==> src/design/btok_pkg.sv <==
// shared types, constants and keyword tables for the byte stream tokenizer
package btok_pkg;

  // longest word length that is still counted, must fit the 7-bit length field
  localparam logic [6:0] MaxWord = 7'd64;

  // largest number value, numbers above it saturate
  localparam logic [30:0] NumMax = 31'h7FFF_FFFF;

  // token queue depth and pointer width
  localparam int unsigned QDepth = 4;
  localparam int unsigned QPtrW  = $clog2(QDepth);
  localparam int unsigned QCntW  = $clog2(QDepth + 1);

  // keyword ids
  localparam logic [1:0] KwExit  = 2'd0;
  localparam logic [1:0] KwFor   = 2'd1;
  localparam logic [1:0] KwWhile = 2'd2;

  // token kinds as seen on the output
  typedef enum logic [2:0] {
    KIND_SEMI  = 3'd0,
    KIND_OPEN  = 3'd1,
    KIND_CLOSE = 3'd2,
    KIND_NUM   = 3'd3,
    KIND_KEY   = 3'd4,
    KIND_WORD  = 3'd5
  } kind_e;

  // one token with all of its fields
  typedef struct packed {
    kind_e       kind;
    logic [30:0] value;
    logic        ovf;
    logic [1:0]  kid;
    logic [6:0]  len;
  } token_t;

  // tokens caused by one byte: a full first token and an optional
  // single-character second token
  typedef struct packed {
    token_t first;
    logic   two;
    kind_e  second;
  } entry_t;

  // queue status seen by both sides
  typedef struct packed {
    logic full;
    logic empty;
  } qstat_t;

  // length of keyword k
  function automatic logic [6:0] kw_len(input logic [1:0] k);
    logic [6:0] len;
    len = 7'd0;
    case (k)
      KwExit:  len = 7'd4;
      KwFor:   len = 7'd3;
      KwWhile: len = 7'd5;
      default: len = 7'd0;
    endcase
    return len;
  endfunction

  // true when letter c matches keyword k at position pos
  function automatic logic kw_hit(input logic [1:0] k, input logic [6:0] pos,
                                  input logic [7:0] c);
    logic [7:0] ch;
    ch = 8'h00;
    case (k)
      KwExit: begin
        case (pos)
          7'd0:    ch = "e";
          7'd1:    ch = "x";
          7'd2:    ch = "i";
          7'd3:    ch = "t";
          default: ch = 8'h00;
        endcase
      end
      KwFor: begin
        case (pos)
          7'd0:    ch = "f";
          7'd1:    ch = "o";
          7'd2:    ch = "r";
          default: ch = 8'h00;
        endcase
      end
      KwWhile: begin
        case (pos)
          7'd0:    ch = "w";
          7'd1:    ch = "h";
          7'd2:    ch = "i";
          7'd3:    ch = "l";
          7'd4:    ch = "e";
          default: ch = 8'h00;
        endcase
      end
      default: ch = 8'h00;
    endcase
    return (ch != 8'h00) && (ch == c);
  endfunction

endpackage

==> src/design/btok_front.sv <==
// scanner front end: classifies each byte, tracks the pending run, builds token entries
module btok_front (
  input  logic             clk_i,
  input  logic             rst_ni,
  input  logic             in_valid_i,
  output logic             in_ready_o,
  input  logic [7:0]       src_byte_i,
  input  logic             end_mark_i,
  input  btok_pkg::qstat_t qstat_i,
  output logic             push_o,
  output btok_pkg::entry_t entry_o
);
  import btok_pkg::*;

  typedef enum logic [1:0] {
    MODE_IDLE = 2'd0,
    MODE_NUM  = 2'd1,
    MODE_WORD = 2'd2
  } mode_e;

  mode_e       mode_q, mode_d;
  logic [30:0] accum_q, accum_d;
  logic        ovf_q, ovf_d;
  logic [6:0]  count_q, count_d;
  logic [2:0]  cand_q, cand_d;

  logic        accept;
  logic        is_digit, is_letter, is_char;
  logic        in_num, in_word, cont_num, cont_word, brk;
  logic        run_valid, char_valid;
  token_t      run_tok, char_tok;
  kind_e       char_kind;

  logic [30:0] base_accum;
  logic        base_ovf;
  logic [34:0] prod;
  logic [30:0] accum_n;
  logic        ovf_n;
  logic [6:0]  base_count, count_n;
  logic [2:0]  base_cand, cand_n;

  assign in_ready_o = !qstat_i.full;
  assign accept     = in_valid_i && in_ready_o;

  // byte classes
  always_comb begin
    is_digit  = src_byte_i inside {[8'h30:8'h39]};
    is_letter = (src_byte_i inside {[8'h41:8'h5A]}) || (src_byte_i inside {[8'h61:8'h7A]});
    is_char   = 1'b1;
    char_kind = KIND_SEMI;
    case (src_byte_i)
      ";":     char_kind = KIND_SEMI;
      "(":     char_kind = KIND_OPEN;
      ")":     char_kind = KIND_CLOSE;
      default: is_char   = 1'b0;
    endcase
  end

  // run continuation or break
  assign in_num    = (mode_q == MODE_NUM);
  assign in_word   = (mode_q == MODE_WORD);
  assign cont_num  = !end_mark_i && in_num && is_digit;
  assign cont_word = !end_mark_i && in_word && is_letter;
  assign brk       = !cont_num && !cont_word;

  // digit accumulate with saturation, starting from zero on a new run
  always_comb begin
    base_accum = cont_num ? accum_q : '0;
    base_ovf   = cont_num ? ovf_q : 1'b0;
    prod = {1'b0, base_accum, 3'b000} + {3'b000, base_accum, 1'b0}
         + {31'd0, src_byte_i[3:0]};
    if (prod > {4'd0, NumMax}) begin
      accum_n = NumMax;
      ovf_n   = 1'b1;
    end else begin
      accum_n = prod[30:0];
      ovf_n   = base_ovf;
    end
  end

  // letter count and keyword candidate update
  always_comb begin
    base_count = cont_word ? count_q : '0;
    base_cand  = cont_word ? cand_q : 3'b111;
    for (int k = 0; k < 3; k++) begin
      cand_n[k] = base_cand[k] && kw_hit(2'(k), base_count, src_byte_i);
    end
    count_n = (base_count < MaxWord) ? base_count + 7'd1 : base_count;
  end

  // token for the pending run
  always_comb begin
    run_tok       = '0;
    run_tok.kind  = KIND_NUM;
    if (in_num) begin
      run_tok.value = accum_q;
      run_tok.ovf   = ovf_q;
    end else begin
      run_tok.kind = KIND_WORD;
      run_tok.len  = count_q;
      for (int k = 0; k < 3; k++) begin
        if (cand_q[k] && (count_q == kw_len(2'(k)))) begin
          run_tok.kind = KIND_KEY;
          run_tok.kid  = 2'(k);
        end
      end
    end
    char_tok      = '0;
    char_tok.kind = char_kind;
  end

  assign run_valid  = brk && (in_num || in_word);
  assign char_valid = brk && !end_mark_i && is_char;

  // entry for the queue
  always_comb begin
    entry_o.first  = run_valid ? run_tok : char_tok;
    entry_o.two    = run_valid && char_valid;
    entry_o.second = char_kind;
    push_o         = accept && (run_valid || char_valid);
  end

  // next scan state
  always_comb begin
    mode_d  = mode_q;
    accum_d = accum_q;
    ovf_d   = ovf_q;
    count_d = count_q;
    cand_d  = cand_q;
    if (accept) begin
      if (cont_num) begin
        accum_d = accum_n;
        ovf_d   = ovf_n;
      end else if (cont_word) begin
        count_d = count_n;
        cand_d  = cand_n;
      end else begin
        mode_d  = MODE_IDLE;
        accum_d = '0;
        ovf_d   = 1'b0;
        count_d = '0;
        cand_d  = 3'b111;
        if (!end_mark_i && is_digit) begin
          mode_d  = MODE_NUM;
          accum_d = accum_n;
          ovf_d   = ovf_n;
        end else if (!end_mark_i && is_letter) begin
          mode_d  = MODE_WORD;
          count_d = count_n;
          cand_d  = cand_n;
        end
      end
    end
  end

  // scan state registers
  always_ff @(posedge clk_i or negedge rst_ni) begin
    if (!rst_ni) begin
      mode_q  <= MODE_IDLE;
      accum_q <= '0;
      ovf_q   <= 1'b0;
      count_q <= '0;
      cand_q  <= 3'b111;
    end else begin
      mode_q  <= mode_d;
      accum_q <= accum_d;
      ovf_q   <= ovf_d;
      count_q <= count_d;
      cand_q  <= cand_d;
    end
  end

endmodule

==> src/design/btok_queue.sv <==
// short queue of token entries between scanner and output side
module btok_queue (
  input  logic             clk_i,
  input  logic             rst_ni,
  input  logic             push_i,
  input  btok_pkg::entry_t entry_i,
  input  logic             pop_i,
  output btok_pkg::entry_t entry_o,
  output btok_pkg::qstat_t qstat_o
);
  import btok_pkg::*;

  entry_t            slot_q [QDepth];
  logic [QPtrW-1:0]  wr_ptr_q, wr_ptr_d;
  logic [QPtrW-1:0]  rd_ptr_q, rd_ptr_d;
  logic [QCntW-1:0]  cnt_q, cnt_d;
  logic              do_push, do_pop;

  assign qstat_o.full  = (cnt_q == QCntW'(QDepth));
  assign qstat_o.empty = (cnt_q == '0);
  assign do_push = push_i && !qstat_o.full;
  assign do_pop  = pop_i && !qstat_o.empty;
  assign entry_o = slot_q[rd_ptr_q];

  // pointer and count update
  always_comb begin
    wr_ptr_d = do_push ? wr_ptr_q + QPtrW'(1) : wr_ptr_q;
    rd_ptr_d = do_pop ? rd_ptr_q + QPtrW'(1) : rd_ptr_q;
    cnt_d    = cnt_q;
    if (do_push && !do_pop) begin
      cnt_d = cnt_q + QCntW'(1);
    end else if (do_pop && !do_push) begin
      cnt_d = cnt_q - QCntW'(1);
    end
  end

  // control registers
  always_ff @(posedge clk_i or negedge rst_ni) begin
    if (!rst_ni) begin
      wr_ptr_q <= '0;
      rd_ptr_q <= '0;
      cnt_q    <= '0;
    end else begin
      wr_ptr_q <= wr_ptr_d;
      rd_ptr_q <= rd_ptr_d;
      cnt_q    <= cnt_d;
    end
  end

  // entry storage
  always_ff @(posedge clk_i) begin
    if (do_push) begin
      slot_q[wr_ptr_q] <= entry_i;
    end
  end

endmodule

==> src/design/btok_back.sv <==
// output side: splits entries into single tokens and holds the output register
module btok_back (
  input  logic             clk_i,
  input  logic             rst_ni,
  input  btok_pkg::entry_t entry_i,
  input  btok_pkg::qstat_t qstat_i,
  output logic             pop_o,
  output logic             out_valid_o,
  input  logic             out_ready_i,
  output btok_pkg::token_t tok_o,
  output logic             last_o
);
  import btok_pkg::*;

  logic   out_valid_q, out_valid_d;
  logic   phase_q, phase_d;
  token_t tok_q, tok_d;
  logic   last_q, last_d;
  logic   load;

  // load a token whenever the output register is free or being taken and the queue is not empty
  assign load  = (!out_valid_q || out_ready_i) && !qstat_i.empty;
  assign pop_o = load && (phase_q || !entry_i.two);

  // pick the first or second token of the head entry
  always_comb begin
    tok_d       = tok_q;
    last_d      = last_q;
    phase_d     = phase_q;
    out_valid_d = out_valid_q;
    if (load) begin
      out_valid_d = 1'b1;
      if (phase_q) begin
        tok_d      = '0;
        tok_d.kind = entry_i.second;
        last_d     = 1'b1;
        phase_d    = 1'b0;
      end else begin
        tok_d   = entry_i.first;
        last_d  = !entry_i.two;
        phase_d = entry_i.two;
      end
    end else if (out_ready_i) begin
      out_valid_d = 1'b0;
    end
  end

  // control registers
  always_ff @(posedge clk_i or negedge rst_ni) begin
    if (!rst_ni) begin
      out_valid_q <= 1'b0;
      phase_q     <= 1'b0;
    end else begin
      out_valid_q <= out_valid_d;
      phase_q     <= phase_d;
    end
  end

  // output payload
  always_ff @(posedge clk_i) begin
    tok_q  <= tok_d;
    last_q <= last_d;
  end

  assign out_valid_o = out_valid_q;
  assign tok_o       = tok_q;
  assign last_o      = last_q;

endmodule

==> src/design/byte_stream_tokenizer.sv <==
// top level of the byte stream tokenizer
// Takes one source byte per request (or an end marker) and returns tokens: semicolon,
// open and close paren, saturating decimal number, keyword (exit, for, while) and word
// with its saturated length. A byte is accepted in the cycle it is offered as long as
// the four-entry token queue has room, so the input runs at one byte per cycle; the
// output register hands out one token per cycle while out_ready is high, so a byte that
// ends a run and also emits a punctuation token yields two tokens, and a stream rich in
// those fills the queue and holds back the input. Tokens pass through a queue slot, then
// the output register; those of a number or word appear when the run ends, on the byte
// that ends it or on the end marker. last_of_run marks the final token of a byte.
module byte_stream_tokenizer (
  input  logic        clk_i,
  input  logic        rst_ni,
  input  logic        in_valid_i,
  output logic        in_ready_o,
  input  logic [7:0]  src_byte_i,
  input  logic        end_mark_i,
  output logic        out_valid_o,
  input  logic        out_ready_i,
  output logic [2:0]  token_kind_o,
  output logic [30:0] number_value_o,
  output logic        number_overflow_o,
  output logic [1:0]  keyword_id_o,
  output logic [6:0]  word_length_o,
  output logic        last_of_run_o
);
  import btok_pkg::*;

  logic   push, pop;
  entry_t push_entry, head_entry;
  qstat_t qstat;
  token_t tok;

  // scanner
  btok_front u_front (
    .clk_i      (clk_i),
    .rst_ni     (rst_ni),
    .in_valid_i (in_valid_i),
    .in_ready_o (in_ready_o),
    .src_byte_i (src_byte_i),
    .end_mark_i (end_mark_i),
    .qstat_i    (qstat),
    .push_o     (push),
    .entry_o    (push_entry)
  );

  // token queue
  btok_queue u_queue (
    .clk_i   (clk_i),
    .rst_ni  (rst_ni),
    .push_i  (push),
    .entry_i (push_entry),
    .pop_i   (pop),
    .entry_o (head_entry),
    .qstat_o (qstat)
  );

  // output side
  btok_back u_back (
    .clk_i       (clk_i),
    .rst_ni      (rst_ni),
    .entry_i     (head_entry),
    .qstat_i     (qstat),
    .pop_o       (pop),
    .out_valid_o (out_valid_o),
    .out_ready_i (out_ready_i),
    .tok_o       (tok),
    .last_o      (last_of_run_o)
  );

  assign token_kind_o      = tok.kind;
  assign number_value_o    = tok.value;
  assign number_overflow_o = tok.ovf;
  assign keyword_id_o      = tok.kid;
  assign word_length_o     = tok.len;

  // queue can never be full and empty at once
  assert property (@(posedge clk_i) disable iff (!rst_ni)
    !(qstat.full && qstat.empty))
    else $error("token queue full and empty together");

  // second token of a byte follows right after the first is taken
  assert property (@(posedge clk_i) disable iff (!rst_ni)
    out_valid_o && out_ready_i && !last_of_run_o |=> out_valid_o)
    else $error("second token of a byte not presented back to back");

  // only number tokens carry a value or overflow
  assert property (@(posedge clk_i) disable iff (!rst_ni)
    out_valid_o && (token_kind_o != 3'(KIND_NUM)) |->
      (number_value_o == '0) && !number_overflow_o)
    else $error("value on a non-number token");

  // keyword id only on keyword tokens, kind always in range
  assert property (@(posedge clk_i) disable iff (!rst_ni)
    out_valid_o |-> (token_kind_o <= 3'(KIND_WORD)) &&
      ((token_kind_o == 3'(KIND_KEY)) || (keyword_id_o == KwExit)))
    else $error("bad token kind or keyword id");

endmodule
==> config.mk <==
export PLATFORM = sky130hd
export DESIGN_NAME = byte_stream_tokenizer
export DESIGN_NICKNAME = d
export VERILOG_FILES = /design/src/design/btok_pkg.sv /design/src/design/btok_front.sv /design/src/design/btok_queue.sv /design/src/design/btok_back.sv /design/src/design/byte_stream_tokenizer.sv
export SDC_FILE = /design/constraint.sdc
export NUM_CORES = 1
export LEC_CHECK = 0
export BUFFER_PORTS_ARGS = -buffer_cell sky130_fd_sc_hd__buf_4
export CAP_MARGIN = 10
export CORE_ASPECT_RATIO = 0.75
export CORE_MARGIN = 2
export CORE_UTILIZATION = 56
export DETAILED_ROUTE_END_ITERATION = 8
export PLACE_DENSITY_LB_ADDON = 0.12
export SLEW_MARGIN = 20
export SYNTH_ARGS = -nofsm -noshare
export SYNTH_HDL_FRONTEND = slang
export SYNTH_SLANG_ARGS = --single-unit
==> constraint.sdc <==
create_clock -name clk_i -period 4.6 [get_ports clk_i]
set_clock_uncertainty 0.1 [all_clocks]
set_input_delay 0 -clock clk_i [delete_from_list [all_inputs] [get_ports clk_i]]
set_output_delay 0 -clock clk_i [all_outputs]
set_load 0.02 [all_outputs]
; ---- Word-level counts from Yosys, hierarchy flattened
; Memories as Yosys holds them, arrays and structs flattened.
; Index checks and enable logic that the tools add are counted.
[op_classes]
add_sub_neg = 7
n_mul = 0
div_mod_pow = 0
n_lt_le_gt_ge = 8
eq_ne = 17
n_shift = 0
n_mux = 46
n_bitwise = 2
n_reduce_logical = 56
[ops]
columns = op, count
row1 = $mux W31, 5
row2 = $mux W44, 2
row3 = $mux W7, 8
row4 = $add A34 B32 Y35, 1
row5 = $add A35 B4 Y35, 1
row6 = $gt A35 B31 Y1 const B, 1
row7 = $pmux W7 S5, 1
row8 = $mux W32, 1
row9 = $logic_and A1 B1 Y1, 31
row10 = $pmux W7 S4, 1
row11 = $eq A7 B8 Y1, 3
row12 = $eq A8 B6 Y1 const B, 3
row13 = $reduce_bool A8 Y1, 3
row14 = $eq A7 B7 Y1, 3
row15 = $mux W3, 7
row16 = $pmux W7 S3, 1
row17 = $ge A8 B7 Y1 const B, 2
row18 = $le A8 B7 Y1 const B, 2
row19 = $mux W1, 15
row20 = $eq A7 B2 Y1 const B, 2
row21 = $logic_not A1 Y1, 9
row22 = $mux W9, 1
row23 = $ge A8 B6 Y1 const B, 1
row24 = $le A8 B6 Y1 const B, 1
row25 = other kinds (21), 31
[totals]
reg_bits = 98
latchBits = 0
mem_bits_rw = 188
romBits = 0
inputBits = 13
out_inout_bits = 47
word_cells = 153
memories = 1
[mem_list]
columns = memory, words, word_bits, rd, rd_ports_with_merged_regs, wr, line_no
row1 = u_queue.slot_q, 4, 47, 1, 0, 1, btok_queue.sv:13  ; entry_t slot_q [QDepth];

; ---- Longest topological paths before layout
[logic_depth]
depth_word = 15
depth_mapped = 19
ltp_nobuf = 17

; ---- Cells and area by module
; From an unflattened synthesis, not the netlist that was laid out.
[unflattened]
hier_cells = 1064
area_unflattened_um2 = 14554.0
[modules_own_cells]
columns = mod, instances, cells_each, area_per_inst_um2, seq_area_each_um2
row1 = btok_queue, 1, 287, 7410.9, 5940.7
row2 = btok_front, 1, 673, 5336.4, 1104.8
row3 = btok_back, 1, 104, 1806.7, 1401.3

; ---- Worst setup path before layout
; No wires, ideal clock.
[synth_path]
path_kind = register -> register
from = reg u_queue.cnt_q[0]
to = reg u_queue.cnt_q[1]
setup_ns = 0.125
t_arrival_ns = 4.169
t_required_ns = 4.375
path_slack_ns = 0.207
path_stages_with_launch = 9
n_path_buf = 0
synth_period_minus_slack_ns = 4.393
path_cell_list = dfrtp_1 nor3_1 a21oi_1 and2_1 inv_1 ha_1 inv_1 fa_1 mux2_2
[synth_via]
elab_chain_len = 8
elab_cells_between_ends = 19
classes_between = 2 x add/sub / 1 x eq/ne / 2 x mux / 14 x reduce/logical
[synth_rtl]
columns = item, line_no
row1 = "start, declared", btok_queue.sv:16  ; logic [QCntW-1:0] cnt_q, cnt_d;
row2 = "start signal, assigned", btok_queue.sv:46  ; cnt_q <= cnt_d;
row3 = $logic_not A3 Y1, btok_queue.sv:20  ; assign qstat_o.empty = (cnt_q == '0);
row4 = $logic_not A1 Y1, btok_back.sv:22  ; assign load = (!out_valid_q || out_ready_i) && !qstat_i.empty;
row5 = $logic_and A1 B1 Y1, btok_back.sv:22
row6 = via u_back.load, btok_back.sv:19  ; logic load;
row7 = $logic_and A1 B1 Y1, btok_back.sv:23  ; assign pop_o = load && (phase_q || !entry_i.two);
row8 = $logic_and A1 B1 Y1, btok_queue.sv:22  ; assign do_pop = pop_i && !qstat_o.empty;
row9 = $logic_not A1 Y1, btok_queue.sv:30  ; if (do_push && !do_pop) begin
row10 = $logic_and A1 B1 Y1, btok_queue.sv:30
row11 = $mux W3, btok_queue.sv:30
row12 = via u_queue.cnt_d[1], btok_queue.sv:16
; The timed path passes the listed nets, and every way through them passes these cells. The select of a mux whose other input is x is not followed.
; A chain may end at the register's enable or synchronous reset.

; ---- Final worst setup path
[layout_path]
from = reg u_front.mode_q[1]
to = reg u_front.accum_q[18]
[layout_via]
elab_chain_len = 11
elab_cells_between_ends = 16
classes_between = 2 x add/sub / 1 x order compare / 3 x eq/ne / 5 x mux / 5 x reduce/logical
[layout_rtl]
columns = item, line_no
row1 = "start, declared", btok_front.sv:21  ; mode_e mode_q, mode_d;
row2 = "start signal, assigned", btok_front.sv:165  ; mode_q <= mode_d;
row3 = $eq A2 B1 Y1, btok_front.sv:60  ; assign in_num = (mode_q == MODE_NUM);
row4 = $logic_and A1 B1 Y1 (2 in a row), btok_front.sv:62  ; assign cont_num = !end_mark_i && in_num && is_digit;
row5 = $mux W31, btok_front.sv:68  ; base_accum = cont_num ? accum_q : '0;
row6 = $add A34 B32 Y35, btok_front.sv:70  ; prod = {1'b0, base_accum, 3'b000} + {3'b000, base_accum, 1'b0}
row7 = $add A35 B4 Y35, btok_front.sv:71  ; + {31'd0, src_byte_i[3:0]};
row8 = $gt A35 B31 Y1, btok_front.sv:72  ; if (prod > {4'd0, NumMax}) begin
row9 = $mux W31, btok_front.sv:72
row10 = $mux W31, btok_front.sv:143  ; if (!end_mark_i && is_digit) begin
row11 = $mux W31, btok_front.sv:134  ; end else if (cont_word) begin
row12 = $mux W31, btok_front.sv:131  ; if (cont_num) begin
row13 = "end signal, assigned", btok_front.sv:166  ; accum_q <= accum_d;
row14 = "end, declared", btok_front.sv:22  ; logic [30:0] accum_q, accum_d;
; Parallel ways exist; a longest one is shown, timed or not. The select of a mux whose other input is x is not followed.

==> impl_metrics.py <==
metrics = {
    "setup_path": {
        "crit_top_cell": "ha_1",
        "crit_path_max_incr_delay_ns": 0.44,
        "cpLargestDelayFamily": "compound AO/OA/AOI/OAI gates",
        "critPathLaunchType": "flip-flop",
        "path_class": "reg2reg",
        "cp.arrival_ns": 4.68,
        "cp_num_buf_inv": 4,
        "cp_cell_sequence": "inv_1 > ha_1 > inv_1 > nor2_2 > buf_6 > and2_1 > ha_1 > ha_1 > a211oi_1 > o21ai_0 > o31ai_1 > nor2_1 > a211oi_2 > xnor2_1 > o31ai_4 > buf_8 > o311ai_0",
        "worstPathMaxFanout": 32,
        "cp.required_ns": 4.88,
        "critPathCaptureType": "flip-flop",
        "crit_slowest_cell": "o31ai_1",
    },
    "floorplan": {
        "die_w_um": 185,
        "dieHeight_um": 140,
        "start_util_pct": 57.3,
        "die-area_um2": 25900,
        "rows": 49,
        "core_region_area_um2": 24100,
        "num_io_pins": 60,
    },
    "sta": {
        "setup_total_negative_slack_ns": 0,
        "rsz0062_at_grt": "no",
        "setup_viol_count_final": 0,
        "finalCriticalPeriod_ns": 4.40,
        "hold_violations": 0,
        "tightest_slew_ns": 1.13,
        "maxSlewViolCount": 0,
        "post-route-period-util_pct": 95.6,
        "slew_headroom_pct": 24.4,
        "timing.fmax_mhz": 227,
        "fin_hold_ws_ns": 0.0591,
        "finalWorstSetupSlack_ns": 0.202,
    },
    "final_layout": {
        "fin_area_um2": 15800,
        "seq_area_um2": 8330,
        "nFillCells": 1798,
        "num-nets-final": 1166,
        "final_cells": 1432,
        "multi_input_area_um2": 5210,
        "layout-drive-gt1-share_pct": 17.5,
        "area_growth_syn_to_layout_pct": 14.1,
    },
    "min_path": {
        "hold_class": "in2reg",
    },
    "clock_tree": {
        "cts_max_level": 1,
        "clock_latency_ns": 0.54,
        "post_cts_buffers": 0,
        "clock_sinks": 286,
        "clk_pin_slew_ns": 0.06,
        "clock_path_buffers": 3,
        "cts_root_buf": "clkbuf_16",
        "numCtsBuffers": 29,
        "cts_tree": "done",
    },
    "route": {
        "routed_wl_um": 28400,
        "drt-pass1-iter-count": 7,
        "num_vias": 8476,
        "post_drt_via_cell_ratio": 5.92,
        "drt_iter0_drc": 860,
        "postRouteAntennaNets": 0,
        "drc_errors": 0,
        "wl_per_cell_um": 19.9,
    },
    "power": {
        "p_leak_nw": 5.99,
        "power_density_nw_per_um2": 492,
        "swShare_pct": 28.5,
        "pwr-share-clk_pct": 27.5,
        "internal_power_w": 0.00555,
        "seqPwrFrac_pct": 45.4,
        "power.switching_w": 0.00221,
        "ir_drop_mv": 0.298,
        "combPwrFrac_pct": 27.1,
    },
    "synth": {
        "yosysTopAreaCellShare_pct": 50.7,
        "ys.flop_type": "edfxtp_1",
        "synthSimpleGateAreaFrac_pct": 11.4,
        "synth-seq-area-share_pct": 60.3,
        "synth.distinct_cells": 74,
        "synth_xor_area_share_pct": 2.47,
        "synth.area.mux_share_pct": 8.07,
        "netlist_top_cells_count": "edfxtp_1 (233), nand2_1 (80), ha_1 (72)",
        "ys_warn_count": 0,
        "synth-edff-count": 233,
        "synth_compound_area_share_pct": 8.72,
        "syn_area_per_cell_um2": 13.8,
        "synth_top_area_cell": "edfxtp_1",
        "ys_ff_latch": 286,
        "syn_area_um2": 13800,
        "synth_fp_nets": 1088,
        "ys_async_sr_fraction_pct": 18.5,
        "synth_top_family_by_area": "simple AND/OR/NAND/NOR gates",
        "synth_area_leaders": "edfxtp_1 (51%), dfrtp_1 (9.1%), mux4_2 (7.7%), ha_1 (6.5%), and2_1 (3.2%)",
        "synth.most_common_cell": "edfxtp_1",
        "synth_adder_area_share_pct": 6.82,
        "synth_cells": 1001,
    },
    "flow_run": {
        "drv_cap": 0,
    },
    "placed_design": {
        "dpl-instance-area_um2": 14600,
        "dpl.cell_count": 1359,
        "io_buffers": 59,
        "routabilityCongestion": 0.868,
        "hpwl_um": 19000,
        "dp_slack_ns": 0.139,
    },
    "outcome": {
        "outcome": "completed",
    },
    "global_route": {
        "globalRouteOverflowTotal": 0,
        "antenna_found_initial": 1,
        "grt_pass1_vias": 7877,
        "track_usage_pct": 22.4,
        "grt_max_degree": 51,
        "grt_pass1_wl_um": 44800,
    },
}
[state kept, by name, summed over array words and instances, names as in the netlist, 2 cells and up]
name / count
u_queue.rd_ptr_q: 2
u_front.count_q: 7
u_front.cand_q: 3
u_queue.slot_q: 188
u_queue.cnt_q: 3
u_front.accum_q: 31
u_front.mode_q: 2
u_queue.wr_ptr_q: 2
u_back.tok_o: 44
[layout make-up]
class | instances | share of cell area, %
antenna | 1 | 0.0159
clock buffer | 39 | 4.85
clock inverter | 13 | 0.628
inverter | 25 | 0.596
multi-input combinational | 641 | 33.1
sequential | 286 | 52.9
tap | 331 | 2.63
timing repair buffer | 96 | 5.31
[power by group through the flow]
stage	logic (W)	clock network, W	registers [W]
after floorplan	0.00117	0	0.00383
after global placement	0.00209	0	0.00356
after detailed placement	0.00211	0	0.00357
after CTS	0.00214	0.00218	0.00352
after global routing	0.00229	0.00228	0.00356
final	0.00210	0.00213	0.00352
[worst register-to-register path: cells and delay by family, from the launching register on]
| kind | cells | cell delay, ns |
|---|---|---|
| compound gates | 6 | 1.53 |
| xor+xnor | 1 | 0.13 |
| fa+ha+maj | 3 | 0.90 |
| buf+inv | 4 | 0.68 |
| flops | 1 | 0.39 |
| simple gates | 3 | 0.52 |
[per-layer routing]
layer / GRT usage, % / share of wire, % / vias up
li1: - / - / 3946
met1: 39.3 / 51 / 4220
met2: 29.5 / 40 / 280
met3: 3.17 / 6.9 / 30
met4: 4.18 / 1.1 / 0
met5: 0 / 0 / -
[metrics by stage]
step	util (%)	total power, W
after detailed placement	60.8	0.00569
after CTS	65.2	0.00784
after floorplan	-	0.00500
after global routing	65.4	0.00814
after global placement	60.8	0.00565
final	65.4	0.00775
[placed cells by master, fill, tap and decap left out, types with 3 or more instances in the layout]
cell type      count
clkinv_1           6
mux4_2            47
o21ai_0           34
a21o_1             7
ha_1              72
a31oi_1            5
clkbuf_16         29
mux2_2             4
xor2_1            15
nand3_1           11
dfrtp_1           48
o22ai_1            4
and2_1            67
or3_1              4
nor2_1            36
nand2_1           80
clkbuf_1          10
dlygate4sd3_1     19
o211ai_1          12
nor3_1            19
nor2b_1           45
buf_4             71
a21oi_1           45
o21bai_1           3
xnor2_1           24
o21ai_1            3
inv_1             25
dfstp_2            3
and3_1             4
a21boi_0           3
nand2b_1           6
nand4_1            5
edfxtp_1         233
buf_12             3
o311ai_1          10
and2_2             4
a211oi_1           3
a22oi_1           13
[what timing repair did]
action                                  in CTS  in global routing
hold buffers                                20                  0
gates resized for setup                      0                  7
hold endpoints to repair                    83                  0
endpoints found under the setup margin       0                 32
[path summary, 6_finish.rpt]
kind,from,to,slack (ns),cells after the start
hold / removal,src_byte_i[3],u_queue.slot_q[2][0]$_DFFE_PP_,0.06,4
min in group asynchronous,rst_ni,u_front.cand_q[0]$_DFFE_PN1P_,0.48,3
setup / recovery,u_front.mode_q[1]$_DFFE_PN0P_,u_front.accum_q[18]$_DFFE_PN0P_,0.20,17
hold reg to reg,u_queue.cnt_q[2]$_DFFE_PN0P_,u_queue.cnt_q[2]$_DFFE_PN0P_,0.41,1
max in group asynchronous,rst_ni,u_queue.rd_ptr_q[1]$_DFFE_PN0P_,3.64,4
setup reg to reg,u_front.mode_q[1]$_DFFE_PN0P_,u_front.accum_q[18]$_DFFE_PN0P_,0.20,17
[kinds of logic (layout without fill, tap and decap cells)]
kind of cell	count (synthesis)	in the layout
AO/OA/AOI/OAI	177	177
XOR/XNOR	39	39
adder cells (fa/ha/maj)	74	74
buffers and inverters	74	173
flip-flops	286	286
multiplexers	52	52
other	0	1
AND/OR/NAND/NOR	299	299
Power figures use the tool's default switching activity.
